===== src/rtl/core/eas_pkg.sv =====
package eas_pkg;

   // Default fraction bits of the ramp step.
   localparam int RAMP_FRAC_BITS_DEF = 15;

   // Field widths.
   localparam int CUR_W    = 15;
   localparam int TIME_W   = 16;
   localparam int ANGLE_W  = 16;
   localparam int SETTLE_W = 10;
   localparam int TICK_W   = 32;

   // Configuration port.
   localparam int CSR_IDX_W  = 3;
   localparam int CSR_DATA_W = 16;

   localparam logic [CSR_IDX_W-1:0] CSR_TARGET_CUR = 3'd0;
   localparam logic [CSR_IDX_W-1:0] CSR_ALIGN_TIME = 3'd1;
   localparam logic [CSR_IDX_W-1:0] CSR_SPIN_TIME  = 3'd2;
   localparam logic [CSR_IDX_W-1:0] CSR_THRESHOLD  = 3'd3;
   localparam logic [CSR_IDX_W-1:0] CSR_SETTLE     = 3'd4;
   localparam logic [CSR_IDX_W-1:0] CSR_SAVE_EN    = 3'd5;

   // Register reset values.
   localparam logic [CUR_W-1:0]    TARGET_CUR_RST = 15'd1000;
   localparam logic [TIME_W-1:0]   ALIGN_TIME_RST = 16'd1000;
   localparam logic [TIME_W-1:0]   SPIN_TIME_RST  = 16'd2000;
   localparam logic [CUR_W-1:0]    THRESHOLD_RST  = 15'd1000;
   localparam logic [SETTLE_W-1:0] SETTLE_RST     = 10'd100;

   typedef enum logic [2:0] {
      CMD_NONE   = 3'd0,
      CMD_SETREF = 3'd1,
      CMD_ALIGN  = 3'd2,
      CMD_SPIN   = 3'd3,
      CMD_STOP   = 3'd4
   } cmd_type;

   typedef enum logic [2:0] {
      PH_IDLE   = 3'd0,
      PH_ALIGN  = 3'd1,
      PH_SETTLE = 3'd2,
      PH_SPIN   = 3'd3,
      PH_DONE   = 3'd4
   } phase_type;

   typedef enum logic [2:0] {
      CTL_IDLE,
      CTL_EVAL,
      CTL_DIV,
      CTL_MUL,
      CTL_PUT
   } ctl_state_type;

   typedef struct packed {
      logic                      mode;
      logic [TICK_W-1:0]         now_ms;
      logic                      start_request;
      logic                      motor_running;
      logic signed [ANGLE_W-1:0] mech_angle;
   } req_type;

   typedef struct packed {
      logic [2:0]                command;
      logic [CUR_W-1:0]          d_current_ref;
      logic signed [ANGLE_W-1:0] zero_offset;
      logic                      direction_negative;
      logic                      task_finished;
      logic                      save_request;
      logic [2:0]                phase;
      logic                      start_consumed;
   } rsp_type;

endpackage


===== src/rtl/core/encoder_alignment_sequencer_unit.sv =====
// Channel   Direction  Handshake              Payload
// req_      in         req_valid / req_stall  eas_pkg::req_type (poll item)
// rsp_      out        rsp_valid / rsp_stall  eas_pkg::rsp_type (one result per item)
// csr_      in         csr_wr_en              csr_index, csr_wdata (write only)
//
// A plain poll item passes the evaluate and load states before its result is registered.
// An accepted start adds a pass through the serial restoring divider.
// A ramp step while aligning adds a pass through the serial shift-add multiplier.
// One item is in work at a time; the next transfer is taken once the result is loaded,
// even while that result is still stalled. Synchronous reset clears all but payload registers.
module encoder_alignment_sequencer_unit #(
   parameter int RAMP_FRAC_BITS = eas_pkg::RAMP_FRAC_BITS_DEF
) (
   input  logic                                 clock,
   input  logic                                 reset,
   input  logic                                 req_valid,
   output logic                                 req_stall,
   input  eas_pkg::req_type                     req_data,
   output logic                                 rsp_valid,
   input  logic                                 rsp_stall,
   output eas_pkg::rsp_type                     rsp_data,
   input  logic                                 csr_wr_en,
   input  logic [eas_pkg::CSR_IDX_W-1:0]        csr_index,
   input  logic [eas_pkg::CSR_DATA_W-1:0]       csr_wdata
);

   import eas_pkg::*;

   localparam int STEP_W = CUR_W + RAMP_FRAC_BITS;
   localparam int PROD_W = STEP_W + TIME_W;

   // Configuration registers.
   logic [CUR_W-1:0]    target_ff, target_in;
   logic [TIME_W-1:0]   align_time_ff, align_time_in;
   logic [TIME_W-1:0]   spin_time_ff, spin_time_in;
   logic [CUR_W-1:0]    thresh_ff, thresh_in;
   logic [SETTLE_W-1:0] settle_ff, settle_in;
   logic                save_en_ff, save_en_in;

   // Sequencer state.
   phase_type           phase_ff, phase_in;
   logic [STEP_W-1:0]   ramp_step_ff, ramp_step_in;
   logic [TICK_W-1:0]   time_mark_ff, time_mark_in;
   logic [ANGLE_W-1:0]  aligned_ff, aligned_in;
   logic [ANGLE_W-1:0]  offset_ff, offset_in;
   logic                dir_neg_ff, dir_neg_in;
   logic                done_flag_ff, done_flag_in;

   // Item in work and its pending result.
   req_type             item_ff, item_in;
   cmd_type             pend_cmd_ff, pend_cmd_in;
   logic [CUR_W-1:0]    pend_dref_ff, pend_dref_in;
   logic                pend_save_ff, pend_save_in;
   logic                pend_used_ff, pend_used_in;

   // Control and output register.
   ctl_state_type       ctl_state_ff, ctl_state_in;
   logic                rsp_valid_ff, rsp_valid_in;
   rsp_type             rsp_data_ff, rsp_data_in;

   logic                req_xfer;
   logic                out_free;
   logic [TICK_W-1:0]   elapsed;
   logic                align_over;
   logic                settle_over;
   logic                spin_live;
   logic [ANGLE_W-1:0]  delta;
   logic signed [ANGLE_W:0] delta_ext;
   logic signed [ANGLE_W:0] thresh_ext;
   logic                neg_hit;
   logic                pos_hit;
   logic                div_start;
   logic                div_done;
   logic [STEP_W-1:0]   div_quot;
   logic [TIME_W-1:0]   div_den;
   logic                mul_start;
   logic                mul_done;
   logic [PROD_W-1:0]   mul_prod;
   logic [CUR_W-1:0]    dref_sat;

   assign req_xfer  = req_valid && !req_stall;
   assign req_stall = ctl_state_ff != CTL_IDLE;
   assign out_free  = !rsp_valid_ff || !rsp_stall;

   // Time and angle compares on the item in work.
   always_comb begin
      elapsed     = item_ff.now_ms - time_mark_ff;
      align_over  = elapsed > {{(TICK_W-TIME_W){1'b0}}, align_time_ff};
      settle_over = elapsed >= {{(TICK_W-SETTLE_W){1'b0}}, settle_ff};
      spin_live   = elapsed < {{(TICK_W-TIME_W){1'b0}}, spin_time_ff};
      delta       = item_ff.mech_angle - aligned_ff;
      delta_ext   = $signed({delta[ANGLE_W-1], delta});
      thresh_ext  = $signed({2'b00, thresh_ff});
      neg_hit     = delta_ext < -thresh_ext;
      pos_hit     = delta_ext > thresh_ext;
   end

   // Zero ramp duration divides by one.
   assign div_den = (align_time_ff == '0) ? TIME_W'(1) : align_time_ff;

   eas_div #(
      .NUM_W(STEP_W),
      .DEN_W(TIME_W)
   ) u_div (
      .clock(clock),
      .reset(reset),
      .start(div_start),
      .num  ({target_ff, {RAMP_FRAC_BITS{1'b0}}}),
      .den  (div_den),
      .done (div_done),
      .quot (div_quot)
   );

   eas_mul #(
      .MC_W(STEP_W),
      .MP_W(TIME_W)
   ) u_mul (
      .clock (clock),
      .reset (reset),
      .start (mul_start),
      .mcand (ramp_step_ff),
      .mplier(elapsed[TIME_W-1:0]),
      .done  (mul_done),
      .prod  (mul_prod)
   );

   // Drop the fraction bits and saturate the current reference.
   always_comb begin
      if (|mul_prod[PROD_W-1:RAMP_FRAC_BITS+CUR_W]) begin
         dref_sat = '1;
      end else begin
         dref_sat = mul_prod[RAMP_FRAC_BITS+CUR_W-1:RAMP_FRAC_BITS];
      end
   end

   // Configuration writes.
   always_comb begin
      target_in     = target_ff;
      align_time_in = align_time_ff;
      spin_time_in  = spin_time_ff;
      thresh_in     = thresh_ff;
      settle_in     = settle_ff;
      save_en_in    = save_en_ff;
      if (csr_wr_en) begin
         case (csr_index)
            CSR_TARGET_CUR: target_in     = csr_wdata[CUR_W-1:0];
            CSR_ALIGN_TIME: align_time_in = csr_wdata[TIME_W-1:0];
            CSR_SPIN_TIME:  spin_time_in  = csr_wdata[TIME_W-1:0];
            CSR_THRESHOLD:  thresh_in     = csr_wdata[CUR_W-1:0];
            CSR_SETTLE:     settle_in     = csr_wdata[SETTLE_W-1:0];
            CSR_SAVE_EN:    save_en_in    = csr_wdata[0];
            default: begin
            end
         endcase
      end
   end

   // Next state of the control sequencer.
   always_comb begin
      ctl_state_in = ctl_state_ff;
      case (ctl_state_ff)
         CTL_IDLE: begin
            if (req_xfer) begin
               ctl_state_in = CTL_EVAL;
            end
         end
         CTL_EVAL: begin
            ctl_state_in = CTL_PUT;
            if (!item_ff.mode) begin
               if (phase_ff == PH_IDLE && item_ff.start_request) begin
                  ctl_state_in = CTL_DIV;
               end else if (phase_ff == PH_ALIGN && !align_over) begin
                  ctl_state_in = CTL_MUL;
               end
            end
         end
         CTL_DIV: begin
            if (div_done) begin
               ctl_state_in = CTL_PUT;
            end
         end
         CTL_MUL: begin
            if (mul_done) begin
               ctl_state_in = CTL_PUT;
            end
         end
         CTL_PUT: begin
            if (out_free) begin
               ctl_state_in = CTL_IDLE;
            end
         end
         default: ctl_state_in = CTL_IDLE;
      endcase
   end

   // Sequencer updates, unit launches and the result register.
   always_comb begin
      item_in      = req_xfer ? req_data : item_ff;
      phase_in     = phase_ff;
      ramp_step_in = ramp_step_ff;
      time_mark_in = time_mark_ff;
      aligned_in   = aligned_ff;
      offset_in    = offset_ff;
      dir_neg_in   = dir_neg_ff;
      done_flag_in = done_flag_ff;
      pend_cmd_in  = pend_cmd_ff;
      pend_dref_in = pend_dref_ff;
      pend_save_in = pend_save_ff;
      pend_used_in = pend_used_ff;
      div_start    = 1'b0;
      mul_start    = 1'b0;
      rsp_valid_in = rsp_valid_ff && rsp_stall;
      rsp_data_in  = rsp_data_ff;

      case (ctl_state_ff)
         CTL_EVAL: begin
            pend_cmd_in  = CMD_NONE;
            pend_dref_in = '0;
            pend_save_in = 1'b0;
            pend_used_in = 1'b0;
            if (item_ff.mode) begin
               done_flag_in = 1'b0;
               phase_in     = PH_IDLE;
            end else begin
               case (phase_ff)
                  PH_IDLE: begin
                     if (item_ff.start_request) begin
                        offset_in    = '0;
                        dir_neg_in   = 1'b0;
                        pend_cmd_in  = CMD_ALIGN;
                        pend_used_in = 1'b1;
                        time_mark_in = item_ff.now_ms;
                        phase_in     = PH_ALIGN;
                        div_start    = 1'b1;
                     end
                  end
                  PH_ALIGN: begin
                     if (align_over) begin
                        if (item_ff.motor_running) begin
                           offset_in    = ANGLE_W'(0) - item_ff.mech_angle;
                           time_mark_in = item_ff.now_ms;
                           phase_in     = PH_SETTLE;
                        end else begin
                           pend_cmd_in = CMD_STOP;
                           phase_in    = PH_IDLE;
                        end
                     end else begin
                        pend_cmd_in = CMD_SETREF;
                        mul_start   = 1'b1;
                     end
                  end
                  PH_SETTLE: begin
                     if (settle_over) begin
                        aligned_in   = item_ff.mech_angle;
                        pend_cmd_in  = CMD_SPIN;
                        time_mark_in = item_ff.now_ms;
                        phase_in     = PH_SPIN;
                     end
                  end
                  PH_SPIN: begin
                     if (spin_live) begin
                        if (neg_hit || pos_hit) begin
                           dir_neg_in   = neg_hit;
                           pend_cmd_in  = CMD_STOP;
                           done_flag_in = 1'b1;
                           pend_save_in = save_en_ff;
                           phase_in     = PH_DONE;
                        end
                     end else begin
                        pend_cmd_in  = CMD_STOP;
                        done_flag_in = 1'b1;
                        phase_in     = PH_IDLE;
                     end
                  end
                  default: begin
                  end
               endcase
            end
         end
         CTL_DIV: begin
            if (div_done) begin
               ramp_step_in = (div_quot == '0) ? STEP_W'(1) : div_quot;
            end
         end
         CTL_MUL: begin
            if (mul_done) begin
               pend_dref_in = dref_sat;
            end
         end
         CTL_PUT: begin
            if (out_free) begin
               rsp_valid_in                   = 1'b1;
               rsp_data_in.command            = pend_cmd_ff;
               rsp_data_in.d_current_ref      = pend_dref_ff;
               rsp_data_in.zero_offset        = offset_ff;
               rsp_data_in.direction_negative = dir_neg_ff;
               rsp_data_in.task_finished      = done_flag_ff;
               rsp_data_in.save_request       = pend_save_ff;
               rsp_data_in.phase              = phase_ff;
               rsp_data_in.start_consumed     = pend_used_ff;
            end
         end
         default: begin
         end
      endcase
   end

   // Control and state registers.
   always_ff @(posedge clock) begin
      if (reset) begin
         ctl_state_ff  <= CTL_IDLE;
         rsp_valid_ff  <= 1'b0;
         target_ff     <= TARGET_CUR_RST;
         align_time_ff <= ALIGN_TIME_RST;
         spin_time_ff  <= SPIN_TIME_RST;
         thresh_ff     <= THRESHOLD_RST;
         settle_ff     <= SETTLE_RST;
         save_en_ff    <= 1'b0;
         phase_ff      <= PH_IDLE;
         ramp_step_ff  <= '0;
         time_mark_ff  <= '0;
         aligned_ff    <= '0;
         offset_ff     <= '0;
         dir_neg_ff    <= 1'b0;
         done_flag_ff  <= 1'b0;
      end else begin
         ctl_state_ff  <= ctl_state_in;
         rsp_valid_ff  <= rsp_valid_in;
         target_ff     <= target_in;
         align_time_ff <= align_time_in;
         spin_time_ff  <= spin_time_in;
         thresh_ff     <= thresh_in;
         settle_ff     <= settle_in;
         save_en_ff    <= save_en_in;
         phase_ff      <= phase_in;
         ramp_step_ff  <= ramp_step_in;
         time_mark_ff  <= time_mark_in;
         aligned_ff    <= aligned_in;
         offset_ff     <= offset_in;
         dir_neg_ff    <= dir_neg_in;
         done_flag_ff  <= done_flag_in;
      end
   end

   // Payload registers.
   always_ff @(posedge clock) begin
      item_ff      <= item_in;
      pend_cmd_ff  <= pend_cmd_in;
      pend_dref_ff <= pend_dref_in;
      pend_save_ff <= pend_save_in;
      pend_used_ff <= pend_used_in;
      rsp_data_ff  <= rsp_data_in;
   end

   assign rsp_valid = rsp_valid_ff;
   assign rsp_data  = rsp_data_ff;

   // The divider only finishes while the sequencer waits for it.
   a_div_done_in_wait: assert property (@(posedge clock) disable iff (reset)
      div_done |-> ctl_state_ff == CTL_DIV)
      else $error("divider finished outside its wait state");

   // The multiplier only finishes while the sequencer waits for it.
   a_mul_done_in_wait: assert property (@(posedge clock) disable iff (reset)
      mul_done |-> ctl_state_ff == CTL_MUL)
      else $error("multiplier finished outside its wait state");

   // A ramp product is only formed after a start has set a nonzero step.
   a_step_nonzero: assert property (@(posedge clock) disable iff (reset)
      ctl_state_ff == CTL_MUL |-> ramp_step_ff != '0)
      else $error("ramp step is zero during a ramp product");

   // A new result appears only out of the result load state.
   a_rsp_from_put: assert property (@(posedge clock) disable iff (reset)
      $rose(rsp_valid_ff) |-> $past(ctl_state_ff == CTL_PUT))
      else $error("result raised outside the load state");

endmodule


===== src/rtl/core/eas_div.sv =====
module eas_div #(
   parameter int NUM_W = 30,
   parameter int DEN_W = 16
) (
   input  logic             clock,
   input  logic             reset,
   input  logic             start,
   input  logic [NUM_W-1:0] num,
   input  logic [DEN_W-1:0] den,
   output logic             done,
   output logic [NUM_W-1:0] quot
);

   localparam int CNT_W = $clog2(NUM_W + 1);

   logic [NUM_W-1:0] quo_ff, quo_in;
   logic [DEN_W-1:0] rem_ff, rem_in;
   logic [DEN_W-1:0] den_ff, den_in;
   logic [CNT_W-1:0] cnt_ff, cnt_in;
   logic             busy_ff, busy_in;
   logic             done_ff, done_in;
   logic [DEN_W:0]   rem_sh;
   logic [DEN_W:0]   rem_sub;
   logic             fits;

   // One quotient bit per cycle: shift in the next dividend bit and try a subtract.
   always_comb begin
      rem_sh  = {rem_ff, quo_ff[NUM_W-1]};
      fits    = rem_sh >= {1'b0, den_ff};
      rem_sub = rem_sh - {1'b0, den_ff};
   end

   // Next values of the shift registers and the step counter.
   always_comb begin
      quo_in  = quo_ff;
      rem_in  = rem_ff;
      den_in  = den_ff;
      cnt_in  = cnt_ff;
      busy_in = busy_ff;
      done_in = 1'b0;
      if (start) begin
         quo_in  = num;
         rem_in  = '0;
         den_in  = den;
         cnt_in  = CNT_W'(NUM_W);
         busy_in = 1'b1;
      end else if (busy_ff) begin
         quo_in = {quo_ff[NUM_W-2:0], fits};
         rem_in = fits ? rem_sub[DEN_W-1:0] : rem_sh[DEN_W-1:0];
         cnt_in = cnt_ff - CNT_W'(1);
         if (cnt_ff == CNT_W'(1)) begin
            busy_in = 1'b0;
            done_in = 1'b1;
         end
      end
   end

   // Control registers.
   always_ff @(posedge clock) begin
      if (reset) begin
         busy_ff <= 1'b0;
         done_ff <= 1'b0;
         cnt_ff  <= '0;
      end else begin
         busy_ff <= busy_in;
         done_ff <= done_in;
         cnt_ff  <= cnt_in;
      end
   end

   // Data registers.
   always_ff @(posedge clock) begin
      quo_ff <= quo_in;
      rem_ff <= rem_in;
      den_ff <= den_in;
   end

   assign done = done_ff;
   assign quot = quo_ff;

endmodule


===== src/rtl/core/eas_mul.sv =====
module eas_mul #(
   parameter int MC_W = 30,
   parameter int MP_W = 16
) (
   input  logic                  clock,
   input  logic                  reset,
   input  logic                  start,
   input  logic [MC_W-1:0]       mcand,
   input  logic [MP_W-1:0]       mplier,
   output logic                  done,
   output logic [MC_W+MP_W-1:0]  prod
);

   localparam int PW    = MC_W + MP_W;
   localparam int CNT_W = $clog2(MP_W + 1);

   logic [PW-1:0]    prod_ff, prod_in;
   logic [MC_W-1:0]  mcand_ff, mcand_in;
   logic [CNT_W-1:0] cnt_ff, cnt_in;
   logic             busy_ff, busy_in;
   logic             done_ff, done_in;
   logic [MC_W:0]    part_sum;

   // Add the multiplicand when the current multiplier bit is set.
   always_comb begin
      part_sum = {1'b0, prod_ff[PW-1:MP_W]} + (prod_ff[0] ? {1'b0, mcand_ff} : '0);
   end

   // Shift-add step, one multiplier bit per cycle, least significant first.
   always_comb begin
      prod_in  = prod_ff;
      mcand_in = mcand_ff;
      cnt_in   = cnt_ff;
      busy_in  = busy_ff;
      done_in  = 1'b0;
      if (start) begin
         prod_in  = {{MC_W{1'b0}}, mplier};
         mcand_in = mcand;
         cnt_in   = CNT_W'(MP_W);
         busy_in  = 1'b1;
      end else if (busy_ff) begin
         prod_in = {part_sum, prod_ff[MP_W-1:1]};
         cnt_in  = cnt_ff - CNT_W'(1);
         if (cnt_ff == CNT_W'(1)) begin
            busy_in = 1'b0;
            done_in = 1'b1;
         end
      end
   end

   // Control registers.
   always_ff @(posedge clock) begin
      if (reset) begin
         busy_ff <= 1'b0;
         done_ff <= 1'b0;
         cnt_ff  <= '0;
      end else begin
         busy_ff <= busy_in;
         done_ff <= done_in;
         cnt_ff  <= cnt_in;
      end
   end

   // Data registers.
   always_ff @(posedge clock) begin
      prod_ff  <= prod_in;
      mcand_ff <= mcand_in;
   end

   assign done = done_ff;
   assign prod = prod_ff;

endmodule

===== config.mk =====
export PLATFORM = sky130hd
export DESIGN_NAME = encoder_alignment_sequencer_unit
export DESIGN_NICKNAME = d
export VERILOG_FILES = /design/src/rtl/core/eas_pkg.sv /design/src/rtl/core/encoder_alignment_sequencer_unit.sv /design/src/rtl/core/eas_div.sv /design/src/rtl/core/eas_mul.sv
export SDC_FILE = /design/constraint.sdc
export NUM_CORES = 1
export LEC_CHECK = 0
export ABC_AREA = 1
export BUFFER_PORTS_ARGS = -buffer_cell sky130_fd_sc_hd__clkbuf_2
export CORE_MARGIN = 5
export CORE_UTILIZATION = 30
export DETAILED_ROUTE_END_ITERATION = 10
export GPL_ROUTABILITY_DRIVEN = 0
export PLACE_DENSITY = 0.53
export RECOVER_POWER = 25
export REMOVE_ABC_BUFFERS = 1
export SLEW_MARGIN = 0
export SYNTH_ARGS = -nofsm -noshare
export SYNTH_HDL_FRONTEND = slang
export SYNTH_SLANG_ARGS = --single-unit
export TNS_END_PERCENT = 100

===== constraint.sdc =====
create_clock -name clock -period 4.46 [get_ports clock]
set_input_delay 1.338 -clock clock [delete_from_list [all_inputs] [get_ports clock]]
set_output_delay 1.338 -clock clock [all_outputs]
set_load 0.05 [all_outputs]

==> results.txt, run 1 <==
The number of I/O port buffers came out at between 100 and 150. Setup violations remaining at the end of the flow were counted as 0. The final hold violation count came out at 0.

The first-pass detailed-route iteration total came out at 5. The critical path is of the reg2reg type. For this run, the register share of the synthesized area comes to 45.2%. The average size of a mapped cell is slightly below 8 um^2. On the critical path, the stage with the largest delay is an instance of sky130_fd_sc_hd__edfxtp_1. Entering global routing, the biggest net connects 92 pins. The wire length of the first global-routing pass came out at 98,300 um. In this run the worst path has a maximum fanout of 6. The final routed wirelength across all metal layers came out at 61,800 um. The height of the die came out at 291 um. The clock latency on the worst-skew pair is 0.63 ns. The most critical setup path has its endpoint at phase_ff[0]. The routed length per placed instance came out at about 15 um. The most critical setup path has its startpoint at item_ff[0]. The highest ir drop seen on vdd came out at 0.310 mV. The final max-slew violation count came out at 44. In this design, the critical path's most frequently occurring cell is sky130_fd_sc_hd__nand2_1. The per-cell via count in the routed design came out at about 4.5. The initial standard-cell utilization of the core is 30.1%. The required time reported for the critical path endpoint is 4.99 ns.

The reg-to-reg endpoint is phase_ff[0]. The net count of the finished layout came out at 3,387. The post-synthesis instance area is ~24,000 um^2. The number of violations reported at the end of detailed-routing iteration 0 is roughly 1,000. Counting every instance in the synthesized netlist gives 2,994. The via count of the first global-routing pass was 18,505. The headroom to the max-slew limit is -17.4%. The pin slew with the least headroom to its limit came out at around 1.8 ns.

The power density over the cells is 435 nW/um^2. During synthesis, Yosys emitted a total of 0 warnings. The checks that failed: capacitance limit, slew limit. The floorplan has 103 rows. For this run, the leading register cell type out of synthesis is sky130_fd_sc_hd__dfxtp_1.

The clock-pin transition on the worst setup and hold timing paths came out at around 0.060 ns. The global-route total usage across every layer came out at between 10% and 20%. The final setup TNS is 0 ns. The number of enable-type register cells in the synthesized netlist is roughly 190. The number of hold-repair buffers added at the cts stage came out at 0. The run finished, with violations left. The number of H-tree branching levels is 2. The final core utilization is 34.9%. The total clock sinks came out at 440. TritonCTS built the clock tree. The startpoint of the worst hold path is align_time_ff[11]. The maximum clock insertion buffer count is 3. The leakage power of the design is between 10 and 15 nW. The final routed DRC violation total came out at 0. The delay contributed by the slowest stage of the critical path is ~0.39 ns. The die covers approximately 85,000 um^2. The number of antenna violations at the first check in global routing is 3. The portion of the clock cycle consumed by the worst path in the final layout is between 90% and 100%.

During I/O placement, the number of pins put on the boundary was approximately 120. The flop and latch count out of synthesis is 440. The width of the die came out at 291 um.

The smallest clock period supported by the final layout is computed as roughly 4.1 ns. Counting the buffers created by CTS gives 52. The cell at the root of the clock tree is sky130_fd_sc_hd__clkbuf_16. The area growth from synthesis to layout is 16.0%. The arrival time at the worst endpoint came out at ~4.6 ns. The worst setup path is launched from a flop.

The startpoint of the lowest-slack register-to-register path is item_ff[0]. The worst hold path belongs to the class reg2reg. STA classifies the critical path endpoint as a flop.

The highest clock frequency the design can meet came out at about 240 MHz. Summed over all nets, the half-perimeter wirelength after detailed placement is roughly 47,000 um. Setup repair after global routing could not meet its margin everywhere.

Across the run, the number of max-cap violations was 2. The setup slack of the most critical reg-to-reg path is around 0.35 ns. In this run, distinct cell masters in the synthesized netlist total 54.

The proportion of synthesized flip-flops having asynchronous set or reset is 0%. The share of layout cells above drive strength 1 is 9.27%. The residual overflow from global routing came out at 0. The clock skew after layout is just over 0.05 ns.

The routed via count came out at 19,251. Once detail routing completed, the nets flagged for antenna violations numbered 0. In this run the standard cell core region covers approximately 80,000 um^2.

The cell depth of the worst flop-to-flop path came out at 35.
==> per-stage QoR <==
stage	cell area, um^2	instances	hold WS (ns)	power (W)	worst slack (ns)
after floorplan	23200	2901	0.400	0.00689	-0.146
after global placement	25700	4128	0.403	0.00786	0.135
after detailed placement	25700	4128	0.406	0.00788	0.0111
after CTS	27400	4226	0.381	0.0121	0.0497
after global routing	27500	4234	0.405	0.0128	-0.0304
final	27500	4235	0.401	0.0120	0.353
==> synthesized netlist by cell type, drive strengths merged, types with 4 or more instances <==
cell type / n / share of area (%)
o31ai: 5 / 0.16
o211ai: 20 / 0.63
a21o: 10 / 0.32
o22ai: 14 / 0.37
fa: 4 / 0.34
nor4: 13 / 0.34
ha: 168 / 8.9
xor2: 46 / 1.7
dfxtp: 251 / 21
nand2: 612 / 9.7
o21ai: 228 / 4.8
nand3b: 9 / 0.29
clkbuf: 71 / 1.1
a31oi: 15 / 0.40
nor2: 336 / 5.5
buf: 22 / 0.62
nor3: 37 / 0.82
and2: 4 / 0.11
inv: 456 / 7.2
nand4: 34 / 0.90
a221oi: 4 / 0.15
nand3: 110 / 2.4
o21bai: 5 / 0.16
a21oi: 269 / 5.7
xnor2: 20 / 0.74
or2: 8 / 0.21
a21boi: 4 / 0.13
a211oi: 12 / 0.38
edfxtp: 189 / 24
==> layout by cell type (no fill, tap or decap), drive strengths merged, types with 15 or more instances in the layout <==
cell | netlist | final
a21oi | 269 | 269
a31oi | 15 | 15
buf | 22 | 65
clkbuf | 71 | 189
clkinv | 3 | 21
dfxtp | 251 | 251
edfxtp | 189 | 189
ha | 168 | 168
inv | 456 | 462
nand2 | 612 | 612
nand3 | 110 | 110
nand4 | 34 | 34
nor2 | 336 | 336
nor3 | 37 | 37
o211ai | 20 | 20
o21ai | 228 | 228
xnor2 | 20 | 20
xor2 | 46 | 46
==> timing repair <==
item	in CTS	in global routing
hold endpoints to repair	0	0
setup endpoints to repair	0	116
setup buffers	0	7
gates resized for setup	0	18
==> area by class of cell <==
| class | count | area, um^2 |
|---|---|---|
| Inverter | 459 | 1730 |
| Multi-Input combinational cell | 2002 | 10900 |
| Antenna cell | 1 | 2.50 |
| Fill cell | 8379 | 51200 |
| Timing Repair Buffer | 185 | 1140 |
| Tap cell | 1050 | 1310 |
| Clock buffer | 69 | 1430 |
| Clock inverter | 29 | 259 |
| Sequential cell | 440 | 10700 |
==> worst max-delay path, delay by kind of cell (launching register included) <==
kind	cells	cell delay, ns
AO/OA/AOI/OAI	5	0.56
XOR/XNOR	2	0.44
adder cells (fa/ha/maj)	3	0.75
buffers and inverters	5	0.35
flip-flops	1	0.39
AND/OR/NAND/NOR	20	1.55
==> kinds of logic (layout without fill, tap and decap cells) <==
kind of cell | count (synthesis) | after routing | synth area share, %
flops | 440 | 440 | 45.2
compound gates | 598 | 598 | 13.7
simple gates | 1166 | 1166 | 20.3
xor+xnor | 66 | 66 | 2.44
buf+inv | 552 | 742 | 9.03
fa+ha+maj | 172 | 172 | 9.22
other cells | 0 | 1 | 0
==> flip-flops by register name (all words and copies together) (netlist names), 3 cells and up <==
signal / cells
align_time_ff: 16
aligned_ff: 16
ctl_state_ff: 3
item_ff: 51
offset_ff: 16
pend_cmd_ff: 3
pend_dref_ff: 15
phase_ff: 3
ramp_step_ff: 30
rsp_data: 41
settle_ff: 10
spin_time_ff: 16
target_ff: 15
thresh_ff: 15
time_mark_ff: 32
u_div.cnt_ff: 5
u_div.den_ff: 16
u_div.quot: 30
u_div.rem_ff: 16
u_mul.cnt_ff: 5
u_mul.mcand_ff: 30
u_mul.prod: 46
==> worst min path at each step <==
stage               depth (start not counted)          endpoint  slack (ns)
finish                                      0  u_div.den_ff[11]        0.40
global route                                0      rsp_data[12]        0.40
floorplan                                   0       rsp_data[0]        0.40
CTS                                         0      rsp_data[12]        0.38
global placement                            0      rsp_data[36]        0.40
detailed placement                          0      rsp_data[34]        0.41
==> where the power goes <==
group | switching, W | leakage (nW) | internal [W]
Sequential | 0.000179 | 3.88 | 0.00457
Clock | 0.00179 | 0.819 | 0.00234
Combinational | 0.00199 | 7.84 | 0.00108
Total | 0.00396 | 12.5 | 0.00800
==> layer usage <==
layer  global-route usage [%]  wire length (um)  vias to the layer above
met3                     2.11              2270                       87
li1                         -                 -                    10160
met5                        0                 0                        -
met2                     24.5             29400                      300
met4                     3.64              1400                        0
met1                     18.4             28700                     8704
Note: power is estimated with default switching activity, not from simulation.
==> inputs of run 2 (changes only) <==
--- a/config.mk
+++ b/config.mk
@@ -17,5 +17,6 @@
 export SLEW_MARGIN = 0
 export SYNTH_ARGS = -nofsm -noshare
 export SYNTH_HDL_FRONTEND = slang
+export SYNTH_HIERARCHICAL = 1
 export SYNTH_SLANG_ARGS = --single-unit
 export TNS_END_PERCENT = 100
==> run 2 against run 1 <==
- the run still ends with capacitance limit, slew limit left
- non-clock buffer count decreased by 19
- hold slack improved by 0.018 ns
- core utilization decreased by 0.065 points
- clock power increased by 5%
- maximum frequency increased by 0.25%
- design area increased by 6.3%
- cell count increased by 9.9%
- critical endpoint is now u_mul/prod[28]
- largest power group unchanged
==> results.txt, run 2 <==
The total overflow left after global routing is 0. The final routed DRC violation total is 0. The register share of total power came out at ~39%.

The pin slew with the least headroom to its limit is approximately 1.6 ns. After detailed routing, the average wire length per cell comes to about 14 um. In this run, post-CTS hold repair placed 0 buffers. In the layout the commonest cells are sky130_fd_sc_hd__nand2_1, sky130_fd_sc_hd__inv_1, sky130_fd_sc_hd__nor2_1, sky130_fd_sc_hd__dfxtp_1, sky130_fd_sc_hd__edfxtp_1. In this run switching power makes up between 30% and 40% of total power. In the post-synthesis netlist, the cell with the most instances is sky130_fd_sc_hd__nand2_1. The final hold violation count came out at 0.

Once layout is complete, the utilization of the core stands at a little over a third. By count the netlist is led by sky130_fd_sc_hd__nand2_1, sky130_fd_sc_hd__inv_1, sky130_fd_sc_hd__nor2_1. After detailed routing, the met2 layer carries approximately 32,000 um of wire. STA puts the critical path data arrival time at roughly 4.7 ns.

The first-pass detailed-route iteration total came out at 7. The initial standard-cell utilization of the core came out at a little under a third. The area share of the largest cell type after synthesis is around a quarter. Combinational cells account for 25.8% of the total power. Summed over all nets, the half-perimeter wirelength after detailed placement is 50,300 um. The run finished, with violations left. The number of enable-type register cells in the synthesized netlist is roughly 200. The total area inside the core boundary comes to roughly 84,000 um^2.

The share of layout cells above drive strength 1 came out at 11.2%. TritonCTS built the clock tree. Yosys attributes the largest share of cell area to sky130_fd_sc_hd__edfxtp_1, sky130_fd_sc_hd__dfxtp_1, sky130_fd_sc_hd__nand2_1. Based on the critical path, the design can be clocked at up to approximately 240 MHz.

The synthesized instance count came out at between 3,000 and 4,000. The die covers 90,400 um^2. The first global-routing pass estimated ~100,000 um of wire.

The number of violations reported at the end of detailed-routing iteration 0 is slightly above 1,000. The sort of element at the end of the critical path is a flop. The switching power summed over all nets came out at ~0.0040 W.

The internal power of the cells totals ~0.0082 W. The register with the most flip-flops in the layout has between 50 and 60 of them. The total clock sinks is 440. The most instantiated flip-flop cell in the synthesis netlist is sky130_fd_sc_hd__dfxtp_1. The final max-slew violation count is 18. The post-synthesis cell type with the largest combined area is sky130_fd_sc_hd__edfxtp_1. After detailed routing, the wire length on met1 is around 30,000 um. Ranked by flip-flop count, first place goes to item_ff. The CTS buffer count came out at 53. The clock latency on the worst-skew pair came out at ~0.62 ns. The clock passes through at most 3 buffers. The tightest min-delay check is of the reg2reg type.

From bottom edge to top edge, the die measures approximately 300 um. Setup repair after global routing could not meet its margin everywhere. The final reports fail on capacitance limit, slew limit.

The setup path with the least slack is of type reg2reg. The net count of the finished layout is approximately 3,700. In this run the clock root is driven by a sky130_fd_sc_hd__clkbuf_16.

After floorplanning, the core was divided into between 100 and 150 placement rows. The highest ir drop seen on vdd came out at 0.293 mV. The number of distinct library cells after synthesis is 60. For this design the static power due to leakage is ~14 nW. The clock period minus final worst setup slack is between 4 and 5 ns. Leaving out fill and tap cells, the most frequent cell in the layout is sky130_fd_sc_hd__nand2_1.

The global-route total usage across every layer came out at between 10% and 20%. A synthesized cell averages between 7 and 8 um^2. The number of H-tree branching levels is 2. The proportion of power drawn by the clock network is between 30% and 40%. The part of the Yosys area used for sequential elements came out at 42.8%. In the detailed route, the total length drawn on met3 is between 2000 and 2500 um. The detailed router used layers up to and including met5. The final routed wirelength across all metal layers came out at between 60,000 and 70,000 um. The boundary pin count came out at 118. Power spread over the standard cell area amounts to 419 nW/um^2.

After synthesis the cells add up to about 25,000 um^2. The via count of the first global-routing pass came out at around 20,000. The clock skew after layout is about 0.023 ns. After clock tree synthesis, the clock-pin slew on the worst setup and hold paths is approximately 0.06 ns. The width of the die is ~300 um. The max capacitance violation total came out at 1. The proportion of synthesized flip-flops having asynchronous set or reset came out at 0%. The total power came out at around 0.012 W.

In this run the tool buffered the top-level ports with 117 buffer cells. Summing over every cut layer, the via total after detailed routing is slightly above 20,000. The headroom to the max-slew limit is -6.68%. Synthesis inferred 440 register bits.

The largest net degree at the start of global routing is between 80 and 90. The remaining number of nets flagged by the antenna check after routing is 0. The worst setup path is launched from a flop. The portion of the clock cycle consumed by the worst path in the final layout is between 90% and 100%. The count of yosys warnings during synthesis is 6. In the routed layout, each cell is associated on average with a via count of 4.40.

The area growth from synthesis to layout is 15.1%. The final count of negative-setup-slack endpoints came out at 0. The largest driver fanout on the critical path came out at 8. The required time reported for the critical path endpoint is 5.01 ns.

The number of antenna violations at the first check in global routing is 3.
-- run 2: cell types whose count changed after synthesis, sizes merged, moves of 7 or more --
cell | before | now
nand2 | 612 | 945
a31oi | 15 | 5
nand3b | 9 | 27
dfxtp | 251 | 236
inv | 456 | 560
nand3 | 110 | 157
o21bai | 5 | 12
edfxtp | 189 | 204
o21ai | 228 | 198
a21oi | 269 | 223
nor2 | 336 | 309
o22ai | 14 | 0
a211oi | 12 | 1
-- run 2: final cells by class --
type / count / area, um^2
fillers: 8883 / 54500
repair inverters: 1 / 7.51
multi-input cells: 2251 / 12100
repair buffers: 166 / 982
well taps: 1134 / 1420
flip-flops and latches: 440 / 10900
diodes: 1 / 2.50
clock inverters: 29 / 293
clock buffers: 71 / 1450
inverters: 562 / 2120
-- run 2: final timing paths --
check	start	endpoint	slack (ns)	cells past startpoint
min	pend_cmd_ff[0]	rsp_data[38]	0.42	0
max	item_ff[18]	u_mul/prod[28]	0.36	26
min reg2reg	pend_cmd_ff[0]	rsp_data[38]	0.42	0
max reg2reg	item_ff[18]	u_mul/prod[28]	0.36	26
-- run 2: metrics by stage --
step	cell area (um^2)	setup TNS [ns]	std cells	hold WS [ns]	worst slack, ns
2_1_floorplan	25000	-160.59	3253	0.400	-2.24
6_report	29200	0	4655	0.419	0.363
3_3_place_gp	27400	0	4549	0.403	0.193
5_1_grt	29200	-0.0346	4654	0.423	-0.0267
4_1_cts	29100	0	4649	0.417	0.131
3_5_place_dp	27400	0	4549	0.405	0.171
-- run 2: metal layers --
layer / vias up / GRT usage, %
met1: 9134 / 17.8
met4: 2 / 3.78
met5: - / 0
li1: 10971 / -
met3: 102 / 2.13
met2: 264 / 25.3
-- run 2: timing repair --
| item | in CTS | in global routing |
|---|---|---|
| gates resized for setup | 0 | 11 |
| buffers inserted | 0 | 4 |
| endpoints found under the setup margin | 0 | 59 |
-- run 2: critical path: stages (launching register included) --
cell and delay [ns]:
sky130_fd_sc_hd__edfxtp_1 0.38, sky130_fd_sc_hd__inv_1 0.07, sky130_fd_sc_hd__ha_1 0.13, sky130_fd_sc_hd__inv_1 0.09
sky130_fd_sc_hd__fa_1 0.43, sky130_fd_sc_hd__nand3_1 0.12, sky130_fd_sc_hd__nand3_2 0.11, sky130_fd_sc_hd__nand2_1 0.09
sky130_fd_sc_hd__nand2_2 0.07, sky130_fd_sc_hd__nand2_1 0.06, sky130_fd_sc_hd__nand2_1 0.10, sky130_fd_sc_hd__xor2_2 0.19
sky130_fd_sc_hd__ha_1 0.29, sky130_fd_sc_hd__nand2_1 0.06, sky130_fd_sc_hd__inv_1 0.05, sky130_fd_sc_hd__nand3_1 0.08
sky130_fd_sc_hd__nor2_1 0.10, sky130_fd_sc_hd__nand4_1 0.11, sky130_fd_sc_hd__nor2_1 0.10, sky130_fd_sc_hd__nor2_1 0.04
sky130_fd_sc_hd__nand2_1 0.07, sky130_fd_sc_hd__nand2_2 0.10, sky130_fd_sc_hd__nand3_4 0.15, sky130_fd_sc_hd__nor2_4 0.10
sky130_fd_sc_hd__nor2_2 0.45, sky130_fd_sc_hd__inv_1 0.27, sky130_fd_sc_hd__o21ai_1 0.18
-- run 2: cell families after synthesis --
| family | count (synthesis) | synth area share [%] |
|---|---|---|
| simple gates | 1528 | 25.9 |
| buf+inv | 653 | 10.1 |
| compound gates | 477 | 10.5 |
| flops | 440 | 42.8 |
| fa+ha+maj | 172 | 8.60 |
| xor+xnor | 59 | 2.04 |
| other cells | 1 | 0.0148 |
-- run 2: power groups by stage --
stage	registers, W	logic [W]	clock network (W)
after floorplan	0.00486	0.00215	0
after global placement	0.00482	0.00314	0
after detailed placement	0.00482	0.00316	0
after CTS	0.00474	0.00318	0.00448
after global routing	0.00477	0.00362	0.00464
final	0.00474	0.00315	0.00433
